==> src/hw/rtl/steer_pkg.sv <==
// shared types, constants and helper functions of the steering drive command unit
`default_nettype none
package steer_pkg;

   localparam logic [2:0] ACT_TARGET    = 3'd0;
   localparam logic [2:0] ACT_STEP      = 3'd1;
   localparam logic [2:0] ACT_ENCODER   = 3'd2;
   localparam logic [2:0] ACT_ENGAGE    = 3'd3;
   localparam logic [2:0] ACT_DISENGAGE = 3'd4;

   localparam logic [2:0] CSR_DRIVE_MODE     = 3'd0;
   localparam logic [2:0] CSR_INVERT_FLAGS   = 3'd1;
   localparam logic [2:0] CSR_SPEED_MAX      = 3'd2;
   localparam logic [2:0] CSR_SPEED_MIN      = 3'd3;
   localparam logic [2:0] CSR_GAIN           = 3'd4;
   localparam logic [2:0] CSR_STEPS_PER_TURN = 3'd5;
   localparam logic [2:0] CSR_ANGLE_PER_TURN = 3'd6;
   localparam logic [2:0] CSR_DRIFT_GAIN     = 3'd7;

   localparam logic [15:0] ENCODER_COUNTS_PER_TURN = 16'd4000;
   localparam logic [15:0] CRC_POLY  = 16'hA001;
   localparam logic [15:0] CRC_INIT  = 16'hFFFF;
   localparam logic [7:0]  MB_SLAVE  = 8'h01;
   localparam logic [7:0]  MB_FUNC   = 8'h06;
   localparam logic [7:0]  MB_REG_HI = 8'h00;
   localparam logic [7:0]  MB_REG_LO = 8'h6A;

   localparam logic signed [31:0] SAT_MAX = 32'sh7FFFFFFF;
   localparam logic signed [31:0] SAT_MIN = 32'sh80000000;

   typedef struct packed {
      logic [2:0]         action;
      logic signed [31:0] value;
   } req_beat_type;

   typedef struct packed {
      logic signed [8:0] drive_value;
      logic              is_frame_byte;
      logic [7:0]        frame_byte;
      logic              last;
   } rsp_beat_type;

   typedef struct packed {
      logic        drive_mode;
      logic [1:0]  invert_flags;
      logic [7:0]  speed_max;
      logic [7:0]  speed_min;
      logic [15:0] gain;
      logic [15:0] steps_per_turn;
      logic [30:0] angle_per_turn;
      logic [15:0] drift_gain;
   } cfg_type;

   typedef struct packed {
      logic [2:0]  op;
      logic        neg;
      logic [47:0] mag;
   } cmd_type;

   function automatic logic signed [31:0] sat32(input logic signed [49:0] v);
      logic signed [31:0] r;
      if (v > 50'(SAT_MAX)) begin
         r = SAT_MAX;
      end else if (v < 50'(SAT_MIN)) begin
         r = SAT_MIN;
      end else begin
         r = v[31:0];
      end
      return r;
   endfunction

   function automatic logic signed [31:0] neg32(input logic signed [31:0] v);
      logic signed [31:0] r;
      if (v == SAT_MIN) begin
         r = SAT_MAX;
      end else begin
         r = -v;
      end
      return r;
   endfunction

   function automatic logic [15:0] crc_update(input logic [15:0] crc, input logic [7:0] b);
      logic [15:0] c;
      c = crc ^ {8'd0, b};
      for (int i = 0; i < 8; i++) begin
         if (c[0]) begin
            c = (c >> 1) ^ CRC_POLY;
         end else begin
            c = c >> 1;
         end
      end
      return c;
   endfunction

   function automatic logic [7:0] frame_sel(input logic [2:0] idx, input logic signed [8:0] res,
                                            input logic [15:0] crc);
      logic [15:0] r16;
      logic [7:0]  b;
      r16 = {{7{res[8]}}, res};
      case (idx)
         3'd0: b = MB_SLAVE;
         3'd1: b = MB_FUNC;
         3'd2: b = MB_REG_HI;
         3'd3: b = MB_REG_LO;
         3'd4: b = r16[15:8];
         3'd5: b = r16[7:0];
         3'd6: b = crc[7:0];
         3'd7: b = crc[15:8];
         default: b = 8'd0;
      endcase
      return b;
   endfunction

endpackage
`default_nettype wire

==> src/hw/rtl/steer_front.sv <==
// front end: takes request beats, drops unknown actions, forms dividend magnitude and sign
`default_nettype none
module steer_front (
   input  wire                      req_valid,
   input  steer_pkg::req_beat_type  req_beat,
   output logic                     req_stall,
   input  wire                      queue_full,
   output logic                     push,
   output steer_pkg::cmd_type       cmd
);
   import steer_pkg::*;

   logic        known;
   logic [15:0] rd;
   logic [15:0] rd_mag;
   logic [31:0] v_mag;

   assign known     = (req_beat.action <= ACT_DISENGAGE);
   assign req_stall = queue_full;
   assign push      = req_valid & ~queue_full & known;

   always_comb begin
      rd     = req_beat.value[15:0];
      rd_mag = rd[15] ? (16'd0 - rd) : rd;
      v_mag  = req_beat.value[31] ? (32'd0 - req_beat.value) : req_beat.value;
      cmd.op = req_beat.action;
      if (req_beat.action == ACT_ENCODER) begin
         cmd.neg = rd[15];
         cmd.mag = {16'd0, rd_mag, 16'd0};
      end else begin
         cmd.neg = req_beat.value[31];
         cmd.mag = {v_mag, 16'd0};
      end
   end

endmodule
`default_nettype wire

==> config.mk <==
export PLATFORM = sky130hd
export DESIGN_NAME = steer_front
export DESIGN_NICKNAME = d
export VERILOG_FILES = /design/src/hw/rtl/steer_pkg.sv /design/src/hw/rtl/steer_front.sv
export SDC_FILE = /design/constraint.sdc
export NUM_CORES = 1
export LEC_CHECK = 0
export ABC_AREA = 1
export BUFFER_PORTS_ARGS = -buffer_cell sky130_fd_sc_hd__buf_2
export CORE_UTILIZATION = 45
export DETAILED_ROUTE_END_ITERATION = 10
export GPL_ROUTABILITY_DRIVEN = 1
export GPL_TIMING_DRIVEN = 1
export PLACE_DENSITY = 0.88
export SYNTH_ARGS = -nofsm -noshare
export SYNTH_HDL_FRONTEND = slang
export SYNTH_SLANG_ARGS = --single-unit
==> constraint.sdc <==
create_clock -name vclk -period 2.25
set_input_delay 0.225 -clock vclk [all_inputs]
set_output_delay 0.225 -clock vclk [all_outputs]
set_load 0.03 [all_outputs]
==> impl_results.md <==
* Critical Path Source Type: input port
* Synth Cell Area at 1240 um^2
* TNS Setup at 0 ns
* P&R area growth vs syn at 23.0%
* Total gr overflow at 0
* Vias at around 1600
* Hold Startpoint: queue_full
* Final Non-Filler Cells at roughly 340
* Most common cell after layout, fill and taps aside: buf_2
* Synth top area share at 0.178
* CP Buf/Inv Count at 3
* DIE AREA at just under 3000 um^2
* Die outline width at ~55 um
* Placed cells at about 340
* Max-Cap Viols at 0
* CLK BUF at 0
* DIE HEIGHT at 54.5 um
* CTS Hold Bufs at 0
* CP endpoint kind: output pin
* CP peak stage delay at around 0.23 ns
* I/O Pins at 91
* Final Hold Slack at between 0.7 and 0.8 ns
* Synth unique cells at 26
* Max frequency at 494 MHz
* Final ANT Viol Nets at 0
* Drt initial violations at 50
* Post-layout util at 0.600
* WS Path Type: input port to output pin
* Worst hold path endpoint: req_stall
* Core region area at roughly 2500 um^2
* Pins Over Slew Limit at 0
* Final setup fails at 0
* Ys Warns at 0
* Data required time at the worst endpoint at 2.03 ns
* RSZ-0062 raised after global routing: no
* Post-route DRC violation count at 0
* Post-synthesis cell count at 247
* P_leak at ~0.90 nW
* Post-CTS setup buffer count at 0
* Worst Path Arrival at approximately 1.8 ns
* Hold crit path type: input port to output pin
* Crit path cell chain: buf_2, nor2_1, nand4_1, nor2_2, inv_1, nor2_1, ha_1, nand3_1, o21ai_0, a31oi_1, buf_2
* Mean post-synth cell area at slightly above 5 um^2
* DR WL/cell at around 9.2 um
* Tmin final at about 2.0 ns
* Row count at 18
* Hold path depth at 2
* GP Congestion at roughly 0.88
* Vias per inst at ~4.8
* Antenna Cells at 0
* Initial antenna violation count at 0
* DRT Pass-1 Iters at 4
* Placed inst area at between 1500 and 2000 um^2
* Share of layout cells above drive strength 1 at 0.295
* Slowest cell on the critical path: ha_1
* Gr usage total at 0.209
* Peak VDD IR at ~230 uV
* Starting Density at 0.488
* Synth area leaders: nor2_1 (18%), nand2_1 (17%), buf_4 (13%), nand3_1 (8.9%), inv_1 (7.0%)
* Layout Nets at 353
* DPL Wire Length at 2690 um
* Seq cells at 0
* Status: finished, final reports clean
* CP top delay family: simple AND/OR/NAND/NOR gates
* Final hold vios at 0
* Sequential share of the synthesized area at 0
* Biggest area consumer among synthesized cells: nor2_1
* Global-route wire length before repair at around 4800 um
* Drt total wl at ~3100 um
* Post-route cell area at ~1500 um^2
* Storage cell area at 0 um^2
* Pwr dens at around 290 nW/um^2
* CP max FO at 4
* IO buf count at 75
* Most frequent cells in the layout: buf_2 (75), nor2_1 (59), nand2_1 (57), inv_1 (23), nand3_1 (22)
* Largest net degree at the start of global routing at 30
* Final period utilization at 0.900
* Vias in the first global route at roughly 1200
* Cts repair resizes at 0
worst max path at each step:
stage | end | depth (start not counted) | from
4_1_cts | cmd[31] | 11 | req_beat[4]
3_5_place_dp | cmd[31] | 11 | req_beat[4]
6_report | cmd[31] | 11 | req_beat[4]
2_1_floorplan | cmd[31] | 9 | req_beat[3]
5_1_grt | cmd[31] | 13 | req_beat[6]
3_3_place_gp | cmd[31] | 11 | req_beat[4]
logic make-up (layout without fill, tap and decap cells):
logic type | count (synthesis) | after routing | share of synthesized area
AO/OA/AOI/OAI | 23 | 23 | 0.106
XOR/XNOR | 13 | 13 | 0.0917
adder cells (fa/ha/maj) | 2 | 2 | 0.0202
buffers and inverters | 54 | 104 | 0.242
multiplexers | 1 | 1 | 0.00907
other | 1 | 16 | 0.00302
AND/OR/NAND/NOR | 153 | 153 | 0.528
through the flow:
stage               worst slack (ns)  power (mW)
floorplan                      0.313       0.339
global placement               0.286       0.432
detailed placement             0.248       0.435
CTS                            0.247       0.437
global route                  0.0792       0.477
finish                         0.225       0.436
cells in the mapped netlist (3+ instances only):
cell	number
a21oi_1	14
nor2_1	59
buf_2	3
nand2_1	57
inv_1	23
nand4_1	5
inv_2	4
o21ai_0	6
nand2_2	4
xor2_1	9
xnor2_1	4
nand3_1	22
buf_4	21
power by group:
group / switching (mW) / total [mW] / internal [mW]
clock: 0 / 0 / 0
sequential: 0 / 0 / 0
combinational: 0.310 / 0.436 / 0.126
metal layers:
layer  track usage  part of all wire
met2         0.354              0.48
met3       0.00278             0.060
met5             0                 0
met1         0.306              0.46
met4        0.0128            0.0057
layout make-up:
type,count,area (um^2)
fill,276,1020
tap,30,37.5
timing repair buffer,77,390
inverter,27,101
multi-input combinational,208,997
(Power assumes the default switching activity.)
