===== config.mk =====
export PLATFORM = sky130hd
export DESIGN_NAME = steer_queue
export DESIGN_NICKNAME = d
export VERILOG_FILES = /design/src/hw/rtl/steer_pkg.sv /design/src/hw/rtl/steer_queue.sv
export SDC_FILE = /design/constraint.sdc
export NUM_CORES = 1
export LEC_CHECK = 0
export BUFFER_PORTS_ARGS = -buffer_cell sky130_fd_sc_hd__buf_2
export CAP_MARGIN = 20
export CORE_MARGIN = 5
export CORE_UTILIZATION = 45
export CTS_CLUSTER_SIZE = 14
export DETAILED_ROUTE_END_ITERATION = 7
export PLACE_DENSITY = 0.7
export SETUP_SLACK_MARGIN = 0.15
export SLEW_MARGIN = 20
export SYNTH_ARGS = -nofsm -noshare
export SYNTH_HDL_FRONTEND = slang
export SYNTH_SLANG_ARGS = --single-unit

===== constraint.sdc =====
create_clock -name clock -period 9.4 [get_ports clock]
set_input_delay 0.47 -clock clock [delete_from_list [all_inputs] [get_ports clock]]
set_output_delay 0.47 -clock clock [all_outputs]
set_load 0.03 [all_outputs]

===== src/hw/rtl/steer_pkg.sv =====
// shared types, constants and helper functions of the steering drive command unit
`default_nettype none
package steer_pkg;

   localparam logic [2:0] ACT_TARGET    = 3'd0;
   localparam logic [2:0] ACT_STEP      = 3'd1;
   localparam logic [2:0] ACT_ENCODER   = 3'd2;
   localparam logic [2:0] ACT_ENGAGE    = 3'd3;
   localparam logic [2:0] ACT_DISENGAGE = 3'd4;

   localparam logic [2:0] CSR_DRIVE_MODE     = 3'd0;
   localparam logic [2:0] CSR_INVERT_FLAGS   = 3'd1;
   localparam logic [2:0] CSR_SPEED_MAX      = 3'd2;
   localparam logic [2:0] CSR_SPEED_MIN      = 3'd3;
   localparam logic [2:0] CSR_GAIN           = 3'd4;
   localparam logic [2:0] CSR_STEPS_PER_TURN = 3'd5;
   localparam logic [2:0] CSR_ANGLE_PER_TURN = 3'd6;
   localparam logic [2:0] CSR_DRIFT_GAIN     = 3'd7;

   localparam logic [15:0] ENCODER_COUNTS_PER_TURN = 16'd4000;
   localparam logic [15:0] CRC_POLY  = 16'hA001;
   localparam logic [15:0] CRC_INIT  = 16'hFFFF;
   localparam logic [7:0]  MB_SLAVE  = 8'h01;
   localparam logic [7:0]  MB_FUNC   = 8'h06;
   localparam logic [7:0]  MB_REG_HI = 8'h00;
   localparam logic [7:0]  MB_REG_LO = 8'h6A;

   localparam logic signed [31:0] SAT_MAX = 32'sh7FFFFFFF;
   localparam logic signed [31:0] SAT_MIN = 32'sh80000000;

   typedef struct packed {
      logic [2:0]         action;
      logic signed [31:0] value;
   } req_beat_type;

   typedef struct packed {
      logic signed [8:0] drive_value;
      logic              is_frame_byte;
      logic [7:0]        frame_byte;
      logic              last;
   } rsp_beat_type;

   typedef struct packed {
      logic        drive_mode;
      logic [1:0]  invert_flags;
      logic [7:0]  speed_max;
      logic [7:0]  speed_min;
      logic [15:0] gain;
      logic [15:0] steps_per_turn;
      logic [30:0] angle_per_turn;
      logic [15:0] drift_gain;
   } cfg_type;

   typedef struct packed {
      logic [2:0]  op;
      logic        neg;
      logic [47:0] mag;
   } cmd_type;

   function automatic logic signed [31:0] sat32(input logic signed [49:0] v);
      logic signed [31:0] r;
      if (v > 50'(SAT_MAX)) begin
         r = SAT_MAX;
      end else if (v < 50'(SAT_MIN)) begin
         r = SAT_MIN;
      end else begin
         r = v[31:0];
      end
      return r;
   endfunction

   function automatic logic signed [31:0] neg32(input logic signed [31:0] v);
      logic signed [31:0] r;
      if (v == SAT_MIN) begin
         r = SAT_MAX;
      end else begin
         r = -v;
      end
      return r;
   endfunction

   function automatic logic [15:0] crc_update(input logic [15:0] crc, input logic [7:0] b);
      logic [15:0] c;
      c = crc ^ {8'd0, b};
      for (int i = 0; i < 8; i++) begin
         if (c[0]) begin
            c = (c >> 1) ^ CRC_POLY;
         end else begin
            c = c >> 1;
         end
      end
      return c;
   endfunction

   function automatic logic [7:0] frame_sel(input logic [2:0] idx, input logic signed [8:0] res,
                                            input logic [15:0] crc);
      logic [15:0] r16;
      logic [7:0]  b;
      r16 = {{7{res[8]}}, res};
      case (idx)
         3'd0: b = MB_SLAVE;
         3'd1: b = MB_FUNC;
         3'd2: b = MB_REG_HI;
         3'd3: b = MB_REG_LO;
         3'd4: b = r16[15:8];
         3'd5: b = r16[7:0];
         3'd6: b = crc[7:0];
         3'd7: b = crc[15:8];
         default: b = 8'd0;
      endcase
      return b;
   endfunction

endpackage
`default_nettype wire


===== src/hw/rtl/steer_queue.sv =====
// command queue between front end and back end
`default_nettype none
module steer_queue #(
   parameter int DEPTH = 2
) (
   input  wire                 clock,
   input  wire                 reset,
   input  wire                 push,
   input  steer_pkg::cmd_type  push_cmd,
   output logic                full,
   input  wire                 pop,
   output logic                empty,
   output steer_pkg::cmd_type  pop_cmd
);
   import steer_pkg::*;

   localparam int AW = (DEPTH > 1) ? $clog2(DEPTH) : 1;
   localparam int CW = $clog2(DEPTH + 1);

   cmd_type         mem [DEPTH];
   logic [AW-1:0]   wptr_ff, wptr_in, rptr_ff, rptr_in;
   logic [CW-1:0]   count_ff, count_in;

   assign full    = (count_ff == CW'(DEPTH));
   assign empty   = (count_ff == '0);
   assign pop_cmd = mem[rptr_ff];

   always_comb begin
      wptr_in  = wptr_ff;
      rptr_in  = rptr_ff;
      count_in = count_ff;
      if (push) begin
         wptr_in = (wptr_ff == AW'(DEPTH - 1)) ? '0 : wptr_ff + 1'b1;
      end
      if (pop) begin
         rptr_in = (rptr_ff == AW'(DEPTH - 1)) ? '0 : rptr_ff + 1'b1;
      end
      if (push && !pop) begin
         count_in = count_ff + 1'b1;
      end else if (pop && !push) begin
         count_in = count_ff - 1'b1;
      end
   end

   always_ff @(posedge clock) begin
      if (push) begin
         mem[wptr_ff] <= push_cmd;
      end
   end

   always_ff @(posedge clock) begin
      if (reset) begin
         wptr_ff  <= '0;
         rptr_ff  <= '0;
         count_ff <= '0;
      end else begin
         wptr_ff  <= wptr_in;
         rptr_ff  <= rptr_in;
         count_ff <= count_in;
      end
   end

endmodule
`default_nettype wire


==> impl_results.md, run 1 <==
- Status: finished clean
- Vias in the first global route: 2,147
- Antenna Cells: 0
- Worst-Margin Slew: 745 ps
- Ranking of synthesized cells by area: edfxtp_1, mux2_2, dfxtp_1
- Crit path DAT: 2100 ps
- Core Box Area: 8640 um^2
- Reg clk slew, reported paths: 100 ps
- Fin Setup TNS: 0 ps
- Layout Utilization: 55.9%
- Starting DRC count in detailed routing: 48
- Worst setup path class: flip-flop to output port
- Reg2reg path depth: 2
- Max Buffers Root-to-Sink: 2
- Crit Path Max Fanout: 32
- Port Buf Inserts: 109
- Max Cap Violations: 0
- Clock Latency Late Sink: 340 ps
- HP Class: input port to flip-flop
- Area of the mapped netlist: 3960 um^2
- # setup viols final: 0
- Largest net degree at the start of global routing: 42
- Power density over cell area: 208 nW/um^2
- Multi-input gate area: 698 um^2
- Post-Syn Instances: 184
- Post-synthesis async set-or-reset flop share: 0%
- PostCTS Resize Cnt: 0
- Yosys Warn Count: 0
- Reg-to-Reg Start: wptr_ff
- CTS root buffer: clkbuf_8
- Largest area contributor in the netlist: edfxtp_1
- Die W: 104 um
- LEAKAGE: 1.81 nW
- DP Wirelength: 4.58 mm
- Cts bufs inserted: 9
- Yosys top cell area share: 78.9%
- Post-CTS setup repair buffer count: 0
- Design area: 4830 um^2
- HP Start: push_cmd[43]
- Top-count cell post-synth: edfxtp_1
- Initial core utilization: 45.8%
- Worst Clk Skew: 7.46 ps
- Rows: 34
- Sequential area share after synthesis: 81.4%
- Initial antenna violation count: 0
- R2R Setup Slk: 7590 ps
- Total GRT Usage: 12.7%
- Top cells by count, synth: edfxtp_1, mux2_2, buf_4, dfxtp_1, nor2_1
- Endpoints failing hold: 0
- Syn Nets: 241
- Remaining Overflow, GRT: 0
- Reg2reg end: mem[0][20]
- Critical Path RT: 8930 ps
- WL final: 6.75 mm
- TritonRoute pass-1 iters: 4
- CTS Hold Bufs: 0
- Slew margin rel.: 50.3%
- Minimum clock period: 2570 ps
- Tot Pwr: 1.00 mW
- Synth cell types: 16
- Clock Sinks: 109
- Nets@finish: 358
- Post-route ant nets: 0
- I/O Pins: 110
- VDD IR max: 0.110 mV
- Critical Path Sink Type: output port
- Detail-routed net length per standard cell: 16.3 um
- Mean number of vias per cell: 4.84
- Hold Path Stages: 1
- Register area: 3220 um^2
- Slew Limit Fails: 0
- Dpl cell area: 4630 um^2
- Hold Path Sink: mem[1][43]
- H-tree depth: 3
- Full die area: 10,800 um^2
- Die H: 104 um
- Fmax: 0.390 GHz
- FF+latch count, synth: 109
- Final period util: 27.3%
- Layout cells sized above 1: 59.8%
- Layout Area Growth over Synthesis: 21.9%
- TritonCTS clock tree: done
- Placer congestion estimate: 0.634
- Avg Cell Area, Syn: 21.5 um^2
- First-pass GRT wire length: 10.8 mm
- Top FF cell, synth: edfxtp_1
- Startpoint Class: flip-flop
- DR vias: 2,002
- RSZ-0062 raised after global routing: false
- Pre-CTS WS: 7180 ps
- Post-synth EDFFs: 104
- Fillers: 728
- Residual DRC: 0
- Setup WS post-layout: 6830 ps
## layout by cell type (no fill, tap or decap)
cell type   count
ha_1            1
a21oi_1         1
inv_6           2
clkinv_1        1
bufinv_16       1
nor2_1          5
o21ai_0         1
and2_2          1
xor2_1          2
inv_1           1
or3_1           1
edfxtp_1      104
nor2b_4         1
dfxtp_1         4
buf_4           3
buf_2         109
clkinv_4        1
dfxtp_2         1
clkinv_2        1
clkinvlp_4      1
and2b_2         1
mux2_2         52
clkbuf_8        9
xnor2_1         2
## how the worst max path moves through the flow
stage / end / slack, ps / start
finish: pop_cmd[31] / 6830 / flip-flop
global route: pop_cmd[31] / 6680 / flip-flop
CTS: pop_cmd[31] / 6770 / flip-flop
detailed placement: pop_cmd[31] / 7180 / flip-flop
global placement: pop_cmd[31] / 7190 / flip-flop
floorplan: mem[0][0] / 6160 / push
## cell type report
class / count / area share, %
clock buffers: 9 / 2.57
repair buffers: 112 / 11.8
inverters: 1 / 0.0778
clock inverters: 7 / 1.50
well taps: 108 / 2.80
flip-flops and latches: 109 / 66.8
multi-input cells: 68 / 14.5
## through the flow
stage | instances | hold slack [ps]
global route | 414 | 268
detailed placement | 398 | 498
floorplan | 184 | 461
finish | 414 | 301
global placement | 398 | 483
CTS | 414 | 275
## power by group
part           internal, mW  total [mW]  switching (mW)
registers             0.565       0.576          0.0106
logic                0.0549       0.153          0.0980
clock network         0.124       0.275           0.150
## sequential cells by signal (all words and copies together), names as in the netlist, named ones only
name / count
mem: 104
count_ff: 2
rptr_ff: 1
wptr_ff: 1
## logic make-up after synthesis
family | share of synthesized area [%]
buffers and inverters | 1.17
multiplexers | 14.8
adder cells (fa/ha/maj) | 0.316
flip-flops | 81.4
XOR/XNOR | 0.885
AND/OR/NAND/NOR | 1.17
AO/OA/AOI/OAI | 0.253
## worst max-delay path, stage by stage (launching register included)
cell and delay, ps:
dfxtp_2 650, buf_4 480, mux2_2 410, buf_2 180
## per-layer routing
| metal | GRT usage [%] | up-vias | wire length, um |
|---|---|---|---|
| li1 | - | 948 | - |
| met1 | 15.1 | 987 | 2830 |
| met2 | 21.7 | 61 | 3480 |
| met3 | 4.79 | 6 | 376 |
| met4 | 3.33 | 0 | 67 |
| met5 | 0 | - | 0 |
No activity file was read; power rests on OpenSTA's default activity.
==> run 2, diff against run 1 <==
- clock period: 9.4 -> 2.5 ns (I/O delays scaled with it)
==> run 2 against run 1 <==
Final cell count up 13%. Design area increased by 11%. Die area unchanged. Global-route usage rose by 0.43 points. Total power rose to 3.7 times the previous value. Sequential share of layout area fell by 6.5 points. Worst hold slack got worse by 230 ps. Sequential cell count unchanged. Register-to-register slack worse by 6500 ps. Non-clock buffer count increased by 54.
==> impl_results.md, run 2 (synthesis results as in run 1) <==
- Minimum clock period: 1760 ps
- Setup WS post-layout: 741 ps
- Starting DRC count in detailed routing: 78
- Mean number of vias per cell: 4.64
- HP Class: input port to flip-flop
- Layout cells sized above 1: 50.6%
- Placer congestion estimate: 0.692
- Vias in the first global route: 2,340
- WL final: 6.83 mm
- CTS Hold Bufs: 53
- I/O Pins: 110
- # setup viols final: 0
- Rows: 34
- Antenna Cells: 0
- Max incr delay on CP: 390 ps
- Regs by FF count: mem x104, count_ff x2
- Reg with most FFs: mem
- Startpoint Class: flip-flop
- Dpl cell area: 4650 um^2
- Post-route ant nets: 0
- Full die area: 10,800 um^2
- First-pass GRT wire length: 11.3 mm
- Worst Clk Skew: 8.80 ps
- VDD IR max: 0.349 mV
- CTS root buffer: clkbuf_8
- Switching part of the total: 25.7%
- Die H: 104 um
- Fin Setup TNS: 0 ps
- Most frequent cells in the layout: buf_2, edfxtp_1, dlygate4sd3_1, mux2_2, clkbuf_8
- Design area: 5350 um^2
- Critical Path Sink Type: output port
- Residual DRC: 0
- TritonCTS clock tree: done
- Die W: 104 um
- Sequential power share: 58.3%
- Largest net degree at the start of global routing: 53
- Most common cell after layout, fill and taps aside: buf_2
- LEAKAGE: 2.03 nW
- Buffers & Inverters on Critical Path: 2
- Switch Pwr: 0.950 mW
- Max Cap Violations: 0
- Crit-path cells: buf_4 -> mux2_2 -> buf_2
- Port Buf Inserts: 109
- Endpoints failing hold: 0
- Remaining Overflow, GRT: 0
- Power density over cell area: 692 nW/um^2
- H-tree depth: 3
- Clock Power Share: 24.0%
- TritonRoute pass-1 iters: 4
- Max Buffers Root-to-Sink: 2
- RSZ-0062 raised after global routing: false
- Initial core utilization: 45.8%
- Pre-CTS WS: 1090 ps
- Post-CTS setup repair buffer count: 0
- Crit Path Max Fanout: 32
- Clock Latency Late Sink: 350 ps
- Critical Path RT: 2380 ps
- Slew Limit Fails: 0
- Worst-Margin Slew: 684 ps
- PostCTS Resize Cnt: 0
- Max reg flops: 104
- Crit path DAT: 1630 ps
- Logic pwr share: 17.7%
- Initial antenna violation count: 0
- Fmax: 0.569 GHz
- Nets@finish: 412
- Internal Power: 2.75 mW
- Cts bufs inserted: 9
- Critical path's top delay family: buffers and inverters
- Slew margin rel.: 54.4%
- DR vias: 2,170
- Worst setup path class: flip-flop to output port
- Layout Area Growth over Synthesis: 35.0%
- Critical-path top delay cell: mux2_2
- Final period util: 70.4%
- Core Box Area: 8640 um^2
- Clock Sinks: 109
- Reg clk slew, reported paths: 80 ps
- Status: finished clean
- Detail-routed net length per standard cell: 14.6 um
- DP Wirelength: 4.29 mm
- Total GRT Usage: 13.1%
## run 2: changes by cell type in the layout (fill, tap and decap cells not counted), sizes merged
cell	delta
buf	+1
bufinv	-1
clkinv	+2
dlygate4sd3	+53
inv	-1
## run 2: path summary, 6_finish.rpt
check | startpoint | endpoint | slack [ps] | cells past startpoint
setup / recovery | flip-flop | pop_cmd[33] | 740 | 3
hold reg to reg | count_ff[1] | count_ff[1] | 510 | 2
setup reg to reg | wptr_ff | mem[0][30] | 1100 | 2
hold / removal | pop | flip-flop | 70 | 3
## run 2: layout make-up
| type | count | area, um^2 |
|---|---|---|
| fillers | 645 | 3290 |
| flip-flops and latches | 109 | 3220 |
| repair buffers | 166 | 1120 |
| multi-input cells | 68 | 698 |
| well taps | 108 | 135 |
| clock buffers | 9 | 124 |
| clock inverters | 7 | 41.3 |
| inverters | 1 | 3.75 |
## run 2: worst reg2reg max path, cell delays in order, from the launching register on
cell and delay [ps]:
dfxtp_1 350, nor2b_4 110, buf_4 550
## run 2: through the flow
step                total power [mW]  util [%]  std cells  hold slack, ps
floorplan                       2.60         -        184             194
global placement                2.78      53.8        399             313
detailed placement              2.79      53.8        399             316
CTS                             3.75      61.9        468            40.3
global route                    3.86      61.9        468            63.9
finish                          3.70      61.9        468            69.7
## run 2: routing by layer
metal	GRT usage, %	routed length, um	vias up
li1	-	-	1056
met1	15.1	2850	1041
met2	22.6	3530	65
met3	4.04	387	8
met4	5.55	67	0
met5	0	0	-
## run 2: power by group through the flow
stage               sequential [mW]  clock [mW]  combinational (mW)
CTS                            2.15       0.933               0.663
detailed placement             2.20           0               0.596
finish                         2.15       0.888               0.655
global placement               2.19           0               0.594
floorplan                      2.19           0               0.415
global route                   2.16       0.999               0.700
==> run 3, diff against run 2 <==
- PLACE_DENSITY: 0.7 -> 0.73
- clock period: 2.5 -> 1.4 ns (I/O delays scaled with it)
==> run 3 against run 2 <==
The flow now finishes with violations (setup timing). Register-to-register slack got worse by 790 ps. Sequential power increased by 79%. Die area did not move. Global-route usage up 2.2 points. Design area up 6.0%. Core utilization is 3.7 points higher. Clock skew shrank 4.2 ps. Sequential share of layout area shrank 3.3 points. Setup slack got worse by 880 ps. Wire length rose by 15%. Sequential cell count did not move. Clock power is 120% higher. Critical endpoint is now pop_cmd[9].
==> impl_results.md, run 3 (synthesis results as in run 1) <==
- Status: complete, but fails checks
- Detail-routed net length per standard cell: 16.7 um
- Tot Pwr: 7.17 mW
- Fin Setup TNS: -5780 ps
- Worst Clk Skew: 4.61 ps
- Most common cell after layout, fill and taps aside: edfxtp_1
- HP Start: push
- Design area: 5670 um^2
- Worst setup path class: flip-flop to output port
- Critical Path Sink Type: output port
- Reg with most FFs: mem
- Fmax: 0.651 GHz
- R2R Setup Slk: 310 ps
- Max reg flops: 104
- Die H: 104 um
- Critical-path top delay cell: dfxtp_4
- RSZ-0062 raised after global routing: true
- Critical Path RT: 1330 ps
- VDD IR max: 0.694 mV
- TritonCTS clock tree: done
- Setup WS post-layout: -137 ps
- First-pass GRT wire length: 13.0 mm
- Critical path's top delay family: flip-flops
- Layout Utilization: 65.6%
- Startpoint Class: flip-flop
- Failing checks: setup timing
- Placed Cells: 401
- Pre-CTS WS: 205 ps
- Reg-to-Reg Start: wptr_ff
- Slew Limit Fails: 0
- Nets@finish: 415
- HP Class: input port to flip-flop
- Antenna Cells: 0
- Final cell count without fillers: 470
- Post-route ant nets: 0
- Final period util: 110%
- # setup viols final: 52
- Buffers & Inverters on Critical Path: 2
- H-tree depth: 3
- Slew margin rel.: 82.5%
- I/O Pins: 110
- DR vias: 2,246
- Layout cells sized above 1: 51.4%
- Endpoints failing hold: 0
- Max Buffers Root-to-Sink: 2
- LEAKAGE: 2.16 nW
- Most frequent cells in the layout: edfxtp_1, buf_2, dlygate4sd3_1, mux2_2, buf_4
- Dpl cell area: 4720 um^2
- Cts bufs inserted: 9
- TritonRoute pass-1 iters: 4
- WL final: 7.86 mm
- Max incr delay on CP: 380 ps
- Max Cap Violations: 0
- Worst-Margin Slew: 263 ps
- Crit path DAT: 1470 ps
- CTS root buffer: clkbuf_8
- Reg clk slew, reported paths: 90 ps
- Residual DRC: 0
- Core Box Area: 8640 um^2
- Total GRT Usage: 15.3%
- DP Wirelength: 4.72 mm
- Placer congestion estimate: 0.656
- Initial antenna violation count: 0
- Power density over cell area: 1260 nW/um^2
- Starting DRC count in detailed routing: 55
- Clock Sinks: 109
- Die W: 104 um
- Crit Path Max Fanout: 26
- Regs by FF count: mem x104, count_ff x2
- Fillers: 617
- Hold slack: 30.9 ps
- Clock Latency Late Sink: 340 ps
- Initial core utilization: 45.8%
- Minimum clock period: 1540 ps
- Rows: 34
- Crit-path cells: buf_12 -> mux2_2 -> buf_4
- Port Buf Inserts: 109
- Layout Area Growth over Synthesis: 43.2%
- Full die area: 10,800 um^2
- Largest net degree at the start of global routing: 34
- Mean number of vias per cell: 4.78
- Vias in the first global route: 2,669
- Remaining Overflow, GRT: 0
## run 3: changes by cell type in the layout (fill, tap and decap cells not counted), sizes merged
cell,before,now
clkbuf,9,10
buf,113,115
dlygate4sd3,53,54
bufinv,0,2
inv,2,1
clkinv,5,2
## run 3: layer usage
| layer | part of all wire [%] | routed length, um | vias up | GRT usage [%] |
|---|---|---|---|---|
| li1 | - | - | 1056 | - |
| met1 | 37 | 2920 | 1108 | 15.8 |
| met3 | 5.6 | 437 | 10 | 5.60 |
| met5 | 0 | 0 | - | 0 |
| met2 | 56 | 4390 | 72 | 28.0 |
| met4 | 1.5 | 119 | 0 | 5.83 |
## run 3: layout make-up
type	count	area [um^2]	area share, %
well taps	108	135	2.38
inverters	1	3.75	0.0662
clock buffers	10	128	2.25
repair buffers	169	1370	24.2
clock inverters	5	76.3	1.35
flip-flops and latches	109	3230	57.0
multi-input cells	68	721	12.7
## run 3: final timing paths
| check | endpoint | depth (start not counted) |
|---|---|---|
| min reg2reg | count_ff[1] | 2 |
| max reg2reg | mem[1][47] | 2 |
| max | pop_cmd[9] | 3 |
| min | wptr_ff | 3 |
## run 3: worst register-to-register path, stage by stage (launching register included)
cell and delay (ps):
dfxtp_2 370, and2_2 210, buf_12 210
## run 3: where the power goes
group | leakage, nW | switching [mW] | internal [mW]
registers | 1.02 | 0.0599 | 3.79
logic | 1.04 | 0.734 | 0.637
clock network | 0.0998 | 0.953 | 0.990
## run 3: what timing repair did
| item | in CTS | in global routing |
|---|---|---|
| setup endpoints to repair | 52 | 53 |
| hold buffers | 54 | 0 |
| endpoints found under the hold margin | 109 | 0 |
| gates cloned | 0 | 0 |
| resized for setup | 66 | 8 |
| buffers inserted | 0 | 0 |
